**src/rtl/core/distance_beep_cadence_unit_assert.svh**
```systemverilog
// Assertion macros used by the cadence core RTL.
`ifndef DISTANCE_BEEP_CADENCE_UNIT_ASSERT_SVH
`define DISTANCE_BEEP_CADENCE_UNIT_ASSERT_SVH

// Same-cycle implication on clk, disabled in reset.
`define DBC_ASSERT_SAME(label, ante, cons) \
	label: assert property (@(posedge clk) disable iff (!arst_n) (ante) |-> (cons)) \
		else $error("cadence unit check failed");

// Next-cycle implication on clk, disabled in reset.
`define DBC_ASSERT_NEXT(label, ante, cons) \
	label: assert property (@(posedge clk) disable iff (!arst_n) (ante) |=> (cons)) \
		else $error("cadence unit check failed");

`endif

```
**src/rtl/core/dbc_pkg.sv**
```systemverilog
// Package: configuration and band types and constants for the cadence unit.
package dbc_pkg;

	localparam int ADDR_W = 5;
	localparam int DATA_W = 32;

	typedef enum logic [2:0] {
		REG_MAX_DIST   = 3'd0,
		REG_FAST_DIST  = 3'd1,
		REG_CONT_DIST  = 3'd2,
		REG_SLOW_HIGH  = 3'd3,
		REG_SLOW_LOW   = 3'd4,
		REG_FAST_HIGH  = 3'd5,
		REG_FAST_LOW   = 3'd6,
		REG_IDLE_LOW   = 3'd7
	} reg_idx_t;

	localparam logic [7:0]  MAX_DIST_RST  = 8'd150;
	localparam logic [7:0]  FAST_DIST_RST = 8'd60;
	localparam logic [7:0]  CONT_DIST_RST = 8'd35;
	localparam logic [15:0] SLOW_HIGH_RST = 16'd250;
	localparam logic [15:0] SLOW_LOW_RST  = 16'd250;
	localparam logic [15:0] FAST_HIGH_RST = 16'd125;
	localparam logic [15:0] FAST_LOW_RST  = 16'd125;
	localparam logic [15:0] IDLE_LOW_RST  = 16'd100;

	localparam logic [15:0] LONG_HIGH_TIME_DEF = 16'd250;
	localparam logic [15:0] LONG_LOW_TIME_DEF  = 16'd250;
	localparam logic [15:0] IDLE_HIGH_TIME_DEF = 16'd100;

	typedef struct packed {
		logic [7:0]  max_distance;
		logic [7:0]  fast_distance;
		logic [7:0]  continuous_distance;
		logic [15:0] slow_high_ticks;
		logic [15:0] slow_low_ticks;
		logic [15:0] fast_high_ticks;
		logic [15:0] fast_low_ticks;
		logic [15:0] idle_low_ticks;
	} cfg_t;

	typedef struct packed {
		logic [15:0] hi;
		logic [15:0] lo;
		logic        no_obj;
		logic        cont;
	} band_t;

endpackage

```
**src/rtl/core/distance_beep_cadence_unit.sv**
```systemverilog
// Top level of the distance beep cadence unit.
// One request is one tick carrying an 8-bit obstacle distance; each request yields one
// result with tone_on, phase_high and continuous after the tick's update. A request is
// registered in the input stage, then band compare, counter decrement and phase-stretch
// check write the cadence state, which is also the result register. The
// unit takes one request per cycle at full rate; a result waits in the output register
// while the next request waits in the input stage, so throughput drops only while the
// output side stalls. A request passes the input stage, then the result register.
// Configuration goes through an APB-style port with registers at byte address 4*index.
module distance_beep_cadence_unit #(
	parameter logic [15:0] LONG_HIGH_TIME = dbc_pkg::LONG_HIGH_TIME_DEF,
	parameter logic [15:0] LONG_LOW_TIME  = dbc_pkg::LONG_LOW_TIME_DEF,
	parameter logic [15:0] IDLE_HIGH_TIME = dbc_pkg::IDLE_HIGH_TIME_DEF
) (
	input  logic                        clk,
	input  logic                        arst_n,
	input  logic                        s_tvalid,
	output logic                        s_tready,
	input  logic [7:0]                  s_tdata,  // [7:0] distance
	output logic                        m_tvalid,
	input  logic                        m_tready,
	output logic [7:0]                  m_tdata,  // [0] tone_on, [1] phase_high,
	                                              // [2] continuous, [7:3] zero
	input  logic                        psel,
	input  logic                        penable,
	input  logic                        pwrite,
	input  logic [dbc_pkg::ADDR_W-1:0]  paddr,
	input  logic [dbc_pkg::DATA_W-1:0]  pwdata,
	output logic [dbc_pkg::DATA_W-1:0]  prdata,
	output logic                        pready
);

	dbc_pkg::cfg_t  cfg;
	dbc_pkg::band_t band;
	logic [7:0]     distance_s1;
	logic           tone_on, phase_high, continuous;

	assign m_tdata = {5'd0, continuous, phase_high, tone_on};

	dbc_regs u_regs (
		.clk     (clk),
		.arst_n  (arst_n),
		.psel    (psel),
		.penable (penable),
		.pwrite  (pwrite),
		.paddr   (paddr),
		.pwdata  (pwdata),
		.prdata  (prdata),
		.pready  (pready),
		.cfg     (cfg)
	);

	dbc_band #(
		.LONG_HIGH_TIME (LONG_HIGH_TIME),
		.LONG_LOW_TIME  (LONG_LOW_TIME),
		.IDLE_HIGH_TIME (IDLE_HIGH_TIME)
	) u_band (
		.distance (distance_s1),
		.cfg      (cfg),
		.band     (band)
	);

	dbc_cadence u_cadence (
		.clk         (clk),
		.arst_n      (arst_n),
		.s_tvalid    (s_tvalid),
		.s_tready    (s_tready),
		.s_distance  (s_tdata),
		.distance_s1 (distance_s1),
		.band        (band),
		.m_tvalid    (m_tvalid),
		.m_tready    (m_tready),
		.tone_on     (tone_on),
		.phase_high  (phase_high),
		.continuous  (continuous)
	);

endmodule

```
**src/rtl/core/dbc_regs.sv**
```systemverilog
// Configuration register file with APB-style access.
module dbc_regs (
	input  logic                        clk,
	input  logic                        arst_n,
	input  logic                        psel,
	input  logic                        penable,
	input  logic                        pwrite,
	input  logic [dbc_pkg::ADDR_W-1:0]  paddr,
	input  logic [dbc_pkg::DATA_W-1:0]  pwdata,
	output logic [dbc_pkg::DATA_W-1:0]  prdata,
	output logic                        pready,
	output dbc_pkg::cfg_t               cfg
);

	dbc_pkg::cfg_t    cfg_q;
	dbc_pkg::reg_idx_t idx;
	logic             wr_en;

	assign idx    = dbc_pkg::reg_idx_t'(paddr[dbc_pkg::ADDR_W-1:2]);
	assign pready = 1'b1;
	assign wr_en  = psel && penable && pwrite && pready;
	assign cfg    = cfg_q;

	always_ff @(posedge clk or negedge arst_n) begin
		if (!arst_n) begin
			cfg_q.max_distance        <= dbc_pkg::MAX_DIST_RST;
			cfg_q.fast_distance       <= dbc_pkg::FAST_DIST_RST;
			cfg_q.continuous_distance <= dbc_pkg::CONT_DIST_RST;
			cfg_q.slow_high_ticks     <= dbc_pkg::SLOW_HIGH_RST;
			cfg_q.slow_low_ticks      <= dbc_pkg::SLOW_LOW_RST;
			cfg_q.fast_high_ticks     <= dbc_pkg::FAST_HIGH_RST;
			cfg_q.fast_low_ticks      <= dbc_pkg::FAST_LOW_RST;
			cfg_q.idle_low_ticks      <= dbc_pkg::IDLE_LOW_RST;
		end else if (wr_en) begin
			case (idx)
				dbc_pkg::REG_MAX_DIST:  cfg_q.max_distance        <= pwdata[7:0];
				dbc_pkg::REG_FAST_DIST: cfg_q.fast_distance       <= pwdata[7:0];
				dbc_pkg::REG_CONT_DIST: cfg_q.continuous_distance <= pwdata[7:0];
				dbc_pkg::REG_SLOW_HIGH: cfg_q.slow_high_ticks     <= pwdata[15:0];
				dbc_pkg::REG_SLOW_LOW:  cfg_q.slow_low_ticks      <= pwdata[15:0];
				dbc_pkg::REG_FAST_HIGH: cfg_q.fast_high_ticks     <= pwdata[15:0];
				dbc_pkg::REG_FAST_LOW:  cfg_q.fast_low_ticks      <= pwdata[15:0];
				dbc_pkg::REG_IDLE_LOW:  cfg_q.idle_low_ticks      <= pwdata[15:0];
				default: ;
			endcase
		end
	end

	always_comb begin
		case (idx)
			dbc_pkg::REG_MAX_DIST:  prdata = {24'd0, cfg_q.max_distance};
			dbc_pkg::REG_FAST_DIST: prdata = {24'd0, cfg_q.fast_distance};
			dbc_pkg::REG_CONT_DIST: prdata = {24'd0, cfg_q.continuous_distance};
			dbc_pkg::REG_SLOW_HIGH: prdata = {16'd0, cfg_q.slow_high_ticks};
			dbc_pkg::REG_SLOW_LOW:  prdata = {16'd0, cfg_q.slow_low_ticks};
			dbc_pkg::REG_FAST_HIGH: prdata = {16'd0, cfg_q.fast_high_ticks};
			dbc_pkg::REG_FAST_LOW:  prdata = {16'd0, cfg_q.fast_low_ticks};
			dbc_pkg::REG_IDLE_LOW:  prdata = {16'd0, cfg_q.idle_low_ticks};
			default:                prdata = '0;
		endcase
	end

endmodule

```
**src/rtl/core/dbc_band.sv**
```systemverilog
// Band classifier: picks the cadence band and its phase lengths from a distance.
module dbc_band #(
	parameter logic [15:0] LONG_HIGH_TIME = dbc_pkg::LONG_HIGH_TIME_DEF,
	parameter logic [15:0] LONG_LOW_TIME  = dbc_pkg::LONG_LOW_TIME_DEF,
	parameter logic [15:0] IDLE_HIGH_TIME = dbc_pkg::IDLE_HIGH_TIME_DEF
) (
	input  logic [7:0]     distance,
	input  dbc_pkg::cfg_t  cfg,
	output dbc_pkg::band_t band
);

	always_comb begin
		band = '0;
		if (distance > cfg.max_distance) begin
			band.hi     = IDLE_HIGH_TIME;
			band.lo     = cfg.idle_low_ticks;
			band.no_obj = 1'b1;
		end else if (distance > cfg.fast_distance) begin
			band.hi = cfg.slow_high_ticks;
			band.lo = cfg.slow_low_ticks;
		end else if (distance > cfg.continuous_distance) begin
			band.hi = cfg.fast_high_ticks;
			band.lo = cfg.fast_low_ticks;
		end else begin
			band.hi   = LONG_HIGH_TIME;
			band.lo   = LONG_LOW_TIME;
			band.cont = 1'b1;
		end
	end

endmodule

```
**src/rtl/core/dbc_cadence.sv**
```systemverilog
// Cadence core: input stage, phase counter state and result register.
module dbc_cadence (
	input  logic           clk,
	input  logic           arst_n,
	input  logic           s_tvalid,
	output logic           s_tready,
	input  logic [7:0]     s_distance,
	output logic [7:0]     distance_s1,
	input  dbc_pkg::band_t band,
	output logic           m_tvalid,
	input  logic           m_tready,
	output logic           tone_on,
	output logic           phase_high,
	output logic           continuous
);

	logic        valid_s1;
	logic        out_valid_q;
	logic        go;
	logic        phase_q, tone_q, cont_q;
	logic [15:0] cnt_q, last_q;
	logic        phase_n, tone_n;
	logic [15:0] cnt_n, last_n;
	logic [15:0] cnt_dec, want, elapsed;
	logic        stretch;

	assign go       = valid_s1 && (!out_valid_q || m_tready);
	assign s_tready = !valid_s1 || go;

	assign m_tvalid   = out_valid_q;
	assign tone_on    = tone_q;
	assign phase_high = phase_q;
	assign continuous = cont_q;

	assign cnt_dec = cnt_q - 16'd1;
	assign want    = phase_q ? band.hi : band.lo;
	assign elapsed = last_q - cnt_dec;
	assign stretch = (want != last_q) && (elapsed < {1'b0, last_q[15:1]}) && (elapsed < want);

	always_comb begin
		phase_n = phase_q;
		tone_n  = tone_q;
		cnt_n   = cnt_dec;
		last_n  = last_q;
		if (cnt_q != 16'd0) begin
			if (stretch) begin
				cnt_n  = want;
				last_n = want;
			end
		end else if (!band.no_obj) begin
			if (!phase_q) begin
				phase_n = 1'b1;
				cnt_n   = band.hi;
				last_n  = band.hi;
				tone_n  = 1'b1;
			end else begin
				phase_n = 1'b0;
				cnt_n   = band.lo;
				last_n  = band.lo;
				tone_n  = band.cont ? tone_q : 1'b0;
			end
		end else begin
			phase_n = 1'b0;
			cnt_n   = band.lo;
			last_n  = band.lo;
			tone_n  = 1'b0;
		end
	end

	// hold distance of the request waiting in the input stage
	always_ff @(posedge clk) begin
		if (s_tvalid && s_tready) begin
			distance_s1 <= s_distance;
		end
	end

	always_ff @(posedge clk or negedge arst_n) begin
		if (!arst_n) begin
			valid_s1    <= 1'b0;
			out_valid_q <= 1'b0;
			phase_q     <= 1'b0;
			tone_q      <= 1'b0;
			cont_q      <= 1'b0;
			cnt_q       <= 16'd0;
			last_q      <= dbc_pkg::IDLE_LOW_RST;
		end else begin
			if (s_tready) begin
				valid_s1 <= s_tvalid;
			end
			if (go) begin
				out_valid_q <= 1'b1;
				phase_q     <= phase_n;
				tone_q      <= tone_n;
				cont_q      <= band.cont;
				cnt_q       <= cnt_n;
				last_q      <= last_n;
			end else if (m_tready) begin
				out_valid_q <= 1'b0;
			end
		end
	end

`include "distance_beep_cadence_unit_assert.svh"

	`DBC_ASSERT_SAME(a_high_means_tone, phase_q, tone_q)
	`DBC_ASSERT_NEXT(a_go_gives_result, go, out_valid_q)
	`DBC_ASSERT_NEXT(a_idle_forces_low, go && band.no_obj && cnt_q == 16'd0, !phase_q && !tone_q)
	`DBC_ASSERT_NEXT(a_zero_toggles, go && !band.no_obj && cnt_q == 16'd0, phase_q != $past(phase_q))

endmodule

```
**config.mk**
```make
export PLATFORM = sky130hd
export DESIGN_NAME = distance_beep_cadence_unit
export DESIGN_NICKNAME = d
export VERILOG_FILES = /design/src/rtl/core/dbc_pkg.sv /design/src/rtl/core/distance_beep_cadence_unit.sv /design/src/rtl/core/dbc_regs.sv /design/src/rtl/core/dbc_band.sv /design/src/rtl/core/dbc_cadence.sv
export VERILOG_INCLUDE_DIRS = /design/src /design/src/rtl/core
export SDC_FILE = /design/constraint.sdc
export NUM_CORES = 1
export LEC_CHECK = 0
export ABC_AREA = 0
export ABC_CLOCK_PERIOD_IN_PS = 6700
export BUFFER_PORTS_ARGS = -buffer_cell sky130_fd_sc_hd__buf_2
export CELL_PAD_IN_SITES_DETAIL_PLACEMENT = 2
export CELL_PAD_IN_SITES_GLOBAL_PLACEMENT = 2
export CORE_MARGIN = 3
export CORE_UTILIZATION = 23
export DETAILED_ROUTE_END_ITERATION = 8
export PLACE_DENSITY_LB_ADDON = 0.1
export RECOVER_POWER = 25
export SYNTH_ARGS = -nofsm -noshare
export SYNTH_HDL_FRONTEND = slang
export SYNTH_HIERARCHICAL = 1
export SYNTH_SLANG_ARGS = --single-unit
```
**constraint.sdc**
```tcl
create_clock -name clk -period 6.7 [get_ports clk]
set_input_delay 0.67 -clock clk [delete_from_list [all_inputs] [get_ports clk]]
set_output_delay 0.67 -clock clk [all_outputs]
set_load 0.05 [all_outputs]
```
### Yosys cells after proc, flatten, opt, wreduce, memory -nomap -nowiden

Index checks and enable logic that the tools add are counted.

| operators by class | value |
|---|---|
| magnitude comparators | 5 |
| bitwise operators | 1 |
| reductions and logical operators | 24 |
| mux-type cells | 22 |
| $add $sub $neg | 2 |
| equality and inequality tests | 10 |

Operators by type and width:

| cell | number |
|---|---|
| $pmux 32 s8 | 1 |
| $mux 16 | 7 |
| $mux 32 | 3 |
| $gt 8x8->1 | 3 |
| $reduce_and 2->1 | 10 |
| $lt 16x15->1 | 1 |
| $lt 16x16->1 | 1 |
| $ne 16x16->1 | 1 |
| $reduce_bool 16->1 | 1 |
| $sub 16x1->16 const B | 1 |
| $sub 16x16->16 | 1 |
| $eq 3x3->1 const B | 4 |
| $mux 1 | 11 |
| $eq 3x2->1 const B | 2 |
| $logic_and 1x1->1 | 6 |
| $eq 3x1->1 const B | 1 |
| $logic_not 3->1 | 1 |
| $ne 3x2->1 const B | 1 |
| $reduce_and 3->1 | 1 |
| $logic_not 1->1 | 2 |
| $logic_or 1x1->1 | 2 |
| $ne 2x1->1 const B | 1 |
| $reduce_bool 2->1 | 1 |
| $not 1->1 | 1 |

| storage, ports and cells | value |
|---|---|
| output and inout bits | 43 |
| register bits after elaboration | 149 |
| word-level logic and storage cells | 80 |
| bits of input ports | 52 |

### Depth between registers and ports, before layout

Gate-level depths: netlist of run 1.

| depth | value |
|---|---|
| depth after elaboration | 10 |
| mapped depth | 26 |
| gate-level depth less buffers | 24 |

### Cells and area by module

Netlist of run 1, hierarchy kept.

By module, submodules not included:

| module | area an instance (um^2) | instances | cells each |
|---|---|---|---|
| dbc_regs | 4987.3 | 1 | 345 |
| dbc_cadence | 4521.8 | 1 | 530 |
| dbc_band | 1607.8 | 1 | 238 |
| distance_beep_cadence_unit | 63.8 | 1 | 9 |

### Worst setup path before layout of run 1

OpenSTA, ideal clock, no wires.

| timing | value |
|---|---|
| path kind | register to register |
| from | register u_cadence.cnt_q[0] |
| to | register u_cadence.cnt_q[13] |
| setup time | 0.123 ns |
| required time | 6.577 ns |
| stages on the path, launching flop included | 24 |
| arrival | 5.217 ns |
| slack | 1.360 ns |
| clock period less this slack | 5.340 ns |
| cell sequence | dfrtp_1 -> inv_1 -> ha_1 -> nor3b_1 -> xnor2_1 -> ha_1 -> nand2_1 -> o2111ai_1 -> maj3_2 -> a311o_1 -> a21oi_1 -> o21ai_0 -> maj3_1 -> a21oi_1 -> xnor2_1 -> ha_1 -> o21a_1 -> o21ai_0 -> a31oi_1 -> nor4b_1 -> mux2i_1 -> clkbuf_1 -> a21oi_1 -> o221a_2 |

| on the way | value |
|---|---|
| word-level cells in the longest chain between the ends | 7 |

Ends and longest elaborated chain:

| what | RTL line | source |
|---|---|---|
| start: declaration | dbc_cadence.sv:21 | `logic [15:0] cnt_q, last_q;` |
| start signal: assignment | dbc_cadence.sv:95 | `cnt_q <= cnt_n;` |
| $sub 16x1->16 | dbc_cadence.sv:35 | `assign cnt_dec = cnt_q - 16'd1;` |
| $sub 16x16->16 | dbc_cadence.sv:37 | `assign elapsed = last_q - cnt_dec;` |
| $lt 16x15->1 | dbc_cadence.sv:38 | `assign stretch = (want != last_q) && (elapsed < {1'b0, last_q[15:1]}) && (elapsed < want);` |
| $logic_and 1x1->1 (2 in series) | dbc_cadence.sv:38 |  |
| $mux 16 | dbc_cadence.sv:46 | `if (stretch) begin` |
| $mux 16 (*) | dbc_cadence.sv:45 | `if (cnt_q != 16'd0) begin` |

Every way passes the cells marked *; elsewhere a longest branch is shown, timed or not.
A chain may end at the register's enable or synchronous reset.

### Worst setup path in the final report of run 1

| timing | value |
|---|---|
| from | register u_cadence.cnt_q[5] |
| to | register u_cadence.cnt_q[12] |

The elaborated chain is that of the path after synthesis.

==> results of run 1 <==
[cell usage after synthesis (5+ instances only)]
| cell type | count |
|---|---|
| a2111oi_0 | 7 |
| a211oi_1 | 16 |
| a21boi_1 | 5 |
| a21o_1 | 16 |
| a21oi_1 | 55 |
| a22o_1 | 9 |
| a31o_1 | 6 |
| a31oi_1 | 19 |
| a32o_1 | 11 |
| and2_0 | 6 |
| and2_1 | 7 |
| and3_1 | 13 |
| buf_1 | 6 |
| buf_2 | 18 |
| buf_4 | 31 |
| clkbuf_1 | 32 |
| dfrtp_1 | 100 |
| dfstp_2 | 41 |
| edfxtp_1 | 8 |
| ha_1 | 63 |
| inv_1 | 45 |
| mux2_2 | 100 |
| mux2_4 | 9 |
| mux2i_1 | 47 |
| mux4_2 | 8 |
| nand2_1 | 53 |
| nand2b_1 | 12 |
| nand3_1 | 26 |
| nand4_1 | 8 |
| nor2_1 | 49 |
| nor2b_1 | 10 |
| nor3_1 | 26 |
| nor4_1 | 11 |
| o211ai_1 | 25 |
| o21a_1 | 6 |
| o21ai_0 | 43 |
| o21ai_1 | 5 |
| o221a_2 | 6 |
| o22a_1 | 6 |
| o22ai_1 | 14 |
| o31ai_1 | 7 |
| or3_1 | 8 |
| xnor2_1 | 39 |
| xor2_1 | 6 |
[worst reg2reg max path: stages, from the launching register on]
cell      delay, ns
dfrtp_1        0.52
or4_1          0.71
or4_1          0.58
nor3_1         0.38
xnor2_1        0.21
ha_1           0.32
a21o_1         0.20
a21oi_1        0.26
inv_1          0.07
a31o_2         0.24
o31ai_4        0.37
xor2_2         0.22
ha_1           0.27
a211oi_1       0.21
nand2_1        0.14
nor4b_1        0.36
mux2i_2        0.15
buf_12         0.19
a21oi_2        0.31
buf_4          0.24
a221oi_1       0.11
[per-stage QoR]
stage,instances,hold WS [ns],power (mW)
6_report,1786,0.397,6.39
5_1_grt,1786,0.371,7.01
4_1_cts,1786,0.329,6.49
3_5_place_dp,1754,0.483,5.30
3_3_place_gp,1754,0.459,5.23
2_1_floorplan,1141,0.374,4.07
[final cells by class]
class	instances	area [um^2]
Sequential cell	149	3820
Fill cell	5297	35100
Timing Repair Buffer	89	544
Clock buffer	20	478
Inverter	46	173
Tap cell	615	769
Multi-Input combinational cell	855	6760
Clock inverter	12	198
[layer usage]
layer	up-vias	part of all wire	GRT usage	wire, um
li1	4231	-	-	-
met1	4749	0.49	0.241	21300
met2	57	0.49	0.297	21300
met3	20	0.0098	0.0161	426
met4	0	0.011	0.0389	465
met5	-	0	0	0
[state kept, by name (all words and copies together), names as in the netlist]
register               count
u_cadence/continuous       1
u_cadence/cnt_q           16
u_cadence/phase_high       1
u_cadence/m_tvalid         1
u_cadence/last_q          16
u_cadence/tone_on          1
u_cadence/distance_s1      8
u_regs/cfg               104
u_cadence/valid_s1         1
[power by group through the flow]
stage	sequential (mW)	clock [mW]	combinational [mW]
floorplan	1.33	0	2.74
global placement	1.45	0	3.78
detailed placement	1.46	0	3.85
CTS	1.44	1.17	3.88
global route	1.48	1.21	4.32
finish	1.44	1.13	3.82
[worst max-delay path by stage]
stage / slack, ns / end / startpoint / depth (start not counted)
floorplan: 1.36 / u_cadence/cnt_q[13] / u_cadence/cnt_q[0] / 23
global placement: 0.49 / u_cadence/cnt_q[5] / u_cadence/cnt_q[0] / 23
detailed placement: 0.39 / u_cadence/cnt_q[5] / u_cadence/cnt_q[5] / 19
CTS: 0.37 / u_cadence/cnt_q[5] / u_cadence/cnt_q[5] / 19
global route: 0.03 / u_cadence/last_q[13] / u_cadence/cnt_q[0] / 25
finish: 0.50 / u_cadence/cnt_q[12] / u_cadence/cnt_q[5] / 20
[cell families (layout without fill, tap and decap cells)]
kind of cell | Yosys count | count (layout)
buf+inv | 137 | 167
flops | 149 | 149
simple gates | 261 | 261
compound gates | 293 | 293
xor+xnor | 46 | 46
other cells | 3 | 22
fa+ha+maj | 68 | 68
mux | 165 | 165
==> impl_metrics.ini, run 1 <==
[yosys]
synth_flop_cell = dfrtp_1
synth_cells = 1122
ys_top_cells_by_area = dfrtp_1, mux2_2, dfstp_2
synth_top_family_by_area = compound AO/OA/AOI/OAI gates
synth_edf_count = 8
yosysSeqAreaShare = 0.342
synth_compound_area_frac = 0.186
synth_fa_ha_area_frac = 0.0760
synth_top_area_frac = 0.224
synth_seq_cells = 149
synth_area_um2 = 11200
async_flop_share = 0.946
syn_avg_cell_area_um2 = 9.96
synthSimpleGateAreaFrac = 0.125
synth_top_area_cell = dfrtp_1
synth_xor_area_frac = 0.0367
ys_types = 93
synthMuxAreaShare = 0.172
yosys_warnings = 6

[route]
wl_per_cell_um = 24.3
avgViaCountPerCell = 5.07
vias = 9057
antenna_left = 0
wl_mm = 43.5
firstDrtPassIters = 4
route.detailed.drc = 0
drtIter0Drc = 370

[global_route]
grt_pass1_vias = 10036
grt_pass1_wl_mm = 66.6
grt_max_degree = 84
grt_overflow_total = 0
antenna_found_initial = 0
track_usage = 0.175

[hold_path]
worstHoldStart = s_tdata[6]
holdPathStages = 1
hold_path_class = in -> reg
min_to = u_cadence/distance_s1[6]

[power_and_ir_drop]
p_int_mw = 3.41
power.leakage_nw = 5.19
power_switching_mw = 2.98
p_per_area_nw_per_um2 = 502
netSwitchingFraction = 0.466
ir_drop_mv = 0.183
seqPwrFrac = 0.225
clkPwrFrac = 0.177
comb_power_share = 0.597

[clock_tree]
hold_buffers = 0
cts_setup_buffers = 0
cts.sinks = 149
cts_tree = built
cts_buffers = 17
clock_latency_ns = 0.44
cts.htree.levels = 4
path_clk_slew_ns = 0.07
cts_root_buf = clkbuf_16
clockBufferDepth = 2
cts_resized = 0

[critical_path]
r2r_cells = 20
rrSetupSlack_ns = 0.50
required_ns = 7.00
r2r-start = u_cadence/cnt_q[5]
worstReg2RegEnd = u_cadence/cnt_q[12]
slowest_stage = or4_1
worst_path_dominant_cell_family = simple AND/OR/NAND/NOR gates
cpPeakStageDelay_ns = 0.71
path_max_fanout = 23
endpoint_kind = flop
critPathLaunchType = flop
path_cells = or4_1 > or4_1 > nor3_1 > xnor2_1 > ha_1 > a21o_1 > a21oi_1 > inv_1 > a31o_2 > o31ai_4 > xor2_2 > ha_1 > a211oi_1 > nand2_1 > nor4b_1 > mux2i_2 > buf_12 > a21oi_2 > buf_4 > a221oi_1
path_buf_inv = 3
arrival_ns = 6.50
critPathKind = reg -> reg

[timing]
period_share = 0.925
tns_ns = 0
setup_viol = 0
tightest_slew_ns = 5.03
relSlewSlack = -2.35
fin_crit_ns = 6.20
finalHoldViolCount = 0
maxSlewViolCount = 84
setup_ws_ns = 0.502
fmax_mhz = 161
fin_skew_ns = 0.00721
rsz0062_at_grt = false

[placement]
dp_hpwl_mm = 31.9
dpl_cell_area_um2 = 12100
portBuffers = 54
dpl_worst_slack_ns = 0.388
gp_congestion = 0.747

[floorplanning]
fp.dieH_um = 226
dieArea_um2 = 51300
design.core.area_um2 = 47800
die_x_um = 226
boundaryPins = 95
initial_core_util = 0.234
rows = 80

[final_layout]
drive_gt1_frac = 0.269
num-nets-final = 1274
syn_to_final_growth_pct = 14.0
antenna_cells = 0
fin_util = 0.266
final_area_um2 = 12700
final_cell_mix = mux2_2, dfrtp_1, ha_1

[status]
status = finished, violations left
violations = capacitance limit, slew limit

[flow_run]
drv_cap = 1
Power figures use the tool's default switching activity.
==> inputs of run 2 (changes only) <==
--- a/config.mk
+++ b/config.mk
@@ -7,7 +7,7 @@
 export NUM_CORES = 1
 export LEC_CHECK = 0
 export ABC_AREA = 0
-export ABC_CLOCK_PERIOD_IN_PS = 6700
+export ABC_CLOCK_PERIOD_IN_PS = 5920
 export BUFFER_PORTS_ARGS = -buffer_cell sky130_fd_sc_hd__buf_2
 export CELL_PAD_IN_SITES_DETAIL_PLACEMENT = 2
 export CELL_PAD_IN_SITES_GLOBAL_PLACEMENT = 2
==> constraint.sdc (replaced) <==
create_clock -name clk -period 5.92 [get_ports clk]
set_input_delay 0.592 -clock clk [delete_from_list [all_inputs] [get_ports clk]]
set_output_delay 0.592 -clock clk [all_outputs]
set_load 0.05 [all_outputs]
==> run 2 against run 1 <==
  * The run still ends with capacitance limit, slew limit left
  * Worst setup slack got worse by 0.22 ns
  * Maximum frequency grew 9.8%
  * Sequential share of layout area shrank 1.2 points
  * Hold slack lost 0.068 ns
  * Die area is the same
  * Final cell count rose by 3.1%
  * Utilization grew 1.1 points
  * Sequential cell count stayed put
  * Clock power is 8% higher
  * Via count up 2.8%
  * Clock skew grew 0.0044 ns
  * Critical endpoint is now u_cadence/cnt_q[13]
  * Largest power group unchanged
==> impl_metrics.ini, run 2 (synthesis gave the netlist of run 1 again) <==
[critical_path]
cpMostUsedCell = buf_4
path_cells = inv_1 > ha_2 > or3b_2 > or3_4 > buf_4 > a2111oi_2 > o22ai_2 > a31oi_2 > a211oi_2 > o21ai_0 > nand2b_1 > a21oi_1 > xnor2_1 > ha_1 > a21o_1 > a211oi_1 > nand2_1 > nor4_2 > mux2i_2 > buf_4 > buf_4 > a21o_4 > o221a_2
critPathKind = reg -> reg
required_ns = 6.25
critPathLaunchType = flop
arrival_ns = 5.97
cpPeakStageDelay_ns = 0.53
endpoint_kind = flop
path_max_fanout = 8
slowest_stage = or3b_2

[clock_tree]
cts_root_buf = clkbuf_16
hold_buffers = 0
clockBufferDepth = 2
cts_tree = built
cts.sinks = 149
path_clk_slew_ns = 0.07
cts_buffers = 17
clock_latency_ns = 0.44
cts.htree.levels = 4

[route]
wl_mm = 43.9
route.detailed.drc = 0
firstDrtPassIters = 4
vias = 9309
drtIter0Drc = 398
wl_per_cell_um = 23.8
antenna_left = 0
avgViaCountPerCell = 5.05

[floorplanning]
rows = 80
design.core.area_um2 = 47800
dieArea_um2 = 51300
die_x_um = 226
boundaryPins = 95
initial_core_util = 0.234
fp.dieH_um = 226

[power_and_ir_drop]
p_per_area_nw_per_um2 = 578
netSwitchingFraction = 0.457
comb_power_share = 0.631
p_total_mw = 7.67
ir_drop_mv = 0.203
seqPwrFrac = 0.210
power.leakage_nw = 5.46
power_switching_mw = 3.51
clkPwrFrac = 0.159
p_int_mw = 4.17

[timing]
fmax_mhz = 177
finalHoldViolCount = 0
maxSlewViolCount = 81
fin_skew_ns = 0.0116
fin_crit_ns = 5.64
setup_viol = 0
setup_ws_ns = 0.277
tightest_slew_ns = 2.70
period_share = 0.953
relSlewSlack = -0.801
rsz0062_at_grt = false

[hold_path]
hold_path_class = in -> reg

[final_layout]
syn_to_final_growth_pct = 18.8
num-nets-final = 1330
largest_register_ffs = 104
final_cell_mix = mux2_2, dfrtp_1, buf_4
final_common_cell = mux2_2
drive_gt1_frac = 0.320
antenna_cells = 0
fin_util = 0.278
stdcell_count = 1842

[global_route]
grt_pass1_wl_mm = 66.5
grt_pass1_vias = 10104
antenna_found_initial = 0
busiest_layer = met2
track_usage = 0.174
grt_overflow_total = 0
gr-usage-met2 = 0.304
met1_usage = 0.235
met3_usage = 0.0154
grt_max_degree = 65

[flow_run]
drv_cap = 2

[placement]
dp_hpwl_mm = 33.1
gp_congestion = 0.752
portBuffers = 54
dpl_worst_slack_ns = -0.00600
dp_cells = 1805

[status]
violations = capacitance limit, slew limit
status = finished, violations left
==> run 2: final timing paths <==
check                      cells after the start            startpoint                       end  slack, ns
max reg2reg                                   23    u_cadence/cnt_q[1]       u_cadence/cnt_q[13]       0.28
max                                           23    u_cadence/cnt_q[1]       u_cadence/cnt_q[13]       0.28
min                                            1            s_tdata[4]  u_cadence/distance_s1[4]       0.33
min reg2reg                                    2  u_cadence/continuous      u_cadence/continuous       0.49
min in group asynchronous                      1                arst_n            u_regs/cfg[46]       0.77
max in group asynchronous                      2                arst_n            u_regs/cfg[84]       1.75
==> run 2: per-layer routing <==
layer / up-vias / wire length, um
met2: 66 / 21900
li1: 4344 / -
met5: - / 0
met1: 4878 / 21000
met3: 21 / 560
met4: 0 / 442
==> run 2: power by group through the flow <==
stage          Sequential (mW)  Clock, mW  Combinational (mW)
3_5_place_dp              1.63          0                4.70
4_1_cts                   1.61       1.27                4.75
3_3_place_gp              1.62          0                4.60
6_report                  1.61       1.22                4.84
5_1_grt                   1.66       1.30                5.45
2_1_floorplan             1.50          0                3.10
==> run 2: area by class of cell <==
type                       count  area (um^2)
tap                          615          769
sequential                   149         3820
clock inverter                 8          146
inverter                      46          173
multi-input combinational    855         6900
clock buffer                  24          492
fill                        5312        34600
timing repair buffer         145          988
==> run 2: worst max-delay path, delay by kind of cell, from the launching register on <==
family                     cells  cell delay [ns]
AOI/OAI and AO/OA             10             2.19
and+or+nand+nor                5             1.46
buffers and inverters          4             0.58
adders and majority gates      2             0.53
DFF                            1             0.44
xor gates and xnor gates       1             0.20
muxes                          1             0.11
==> run 2: timing repair <==
action | CTS | global route
pin swaps | 0 | 4
gates resized for setup | 2 | 32
buffers inserted | 0 | 5
endpoints found under the setup margin | 6 | 32
==> run 2: per-stage QoR <==
| step | hold WS [ns] | cell area (um^2) | setup TNS (ns) |
|---|---|---|---|
| final | 0.328 | 13300 | 0 |
| after CTS | 0.0274 | 13100 | 0 |
| after floorplan | 0.296 | 11300 | 0 |
| after global placement | 0.484 | 12500 | 0 |
| after global routing | 0.303 | 13300 | 0 |
| after detailed placement | 0.494 | 12500 | -0.00600 |
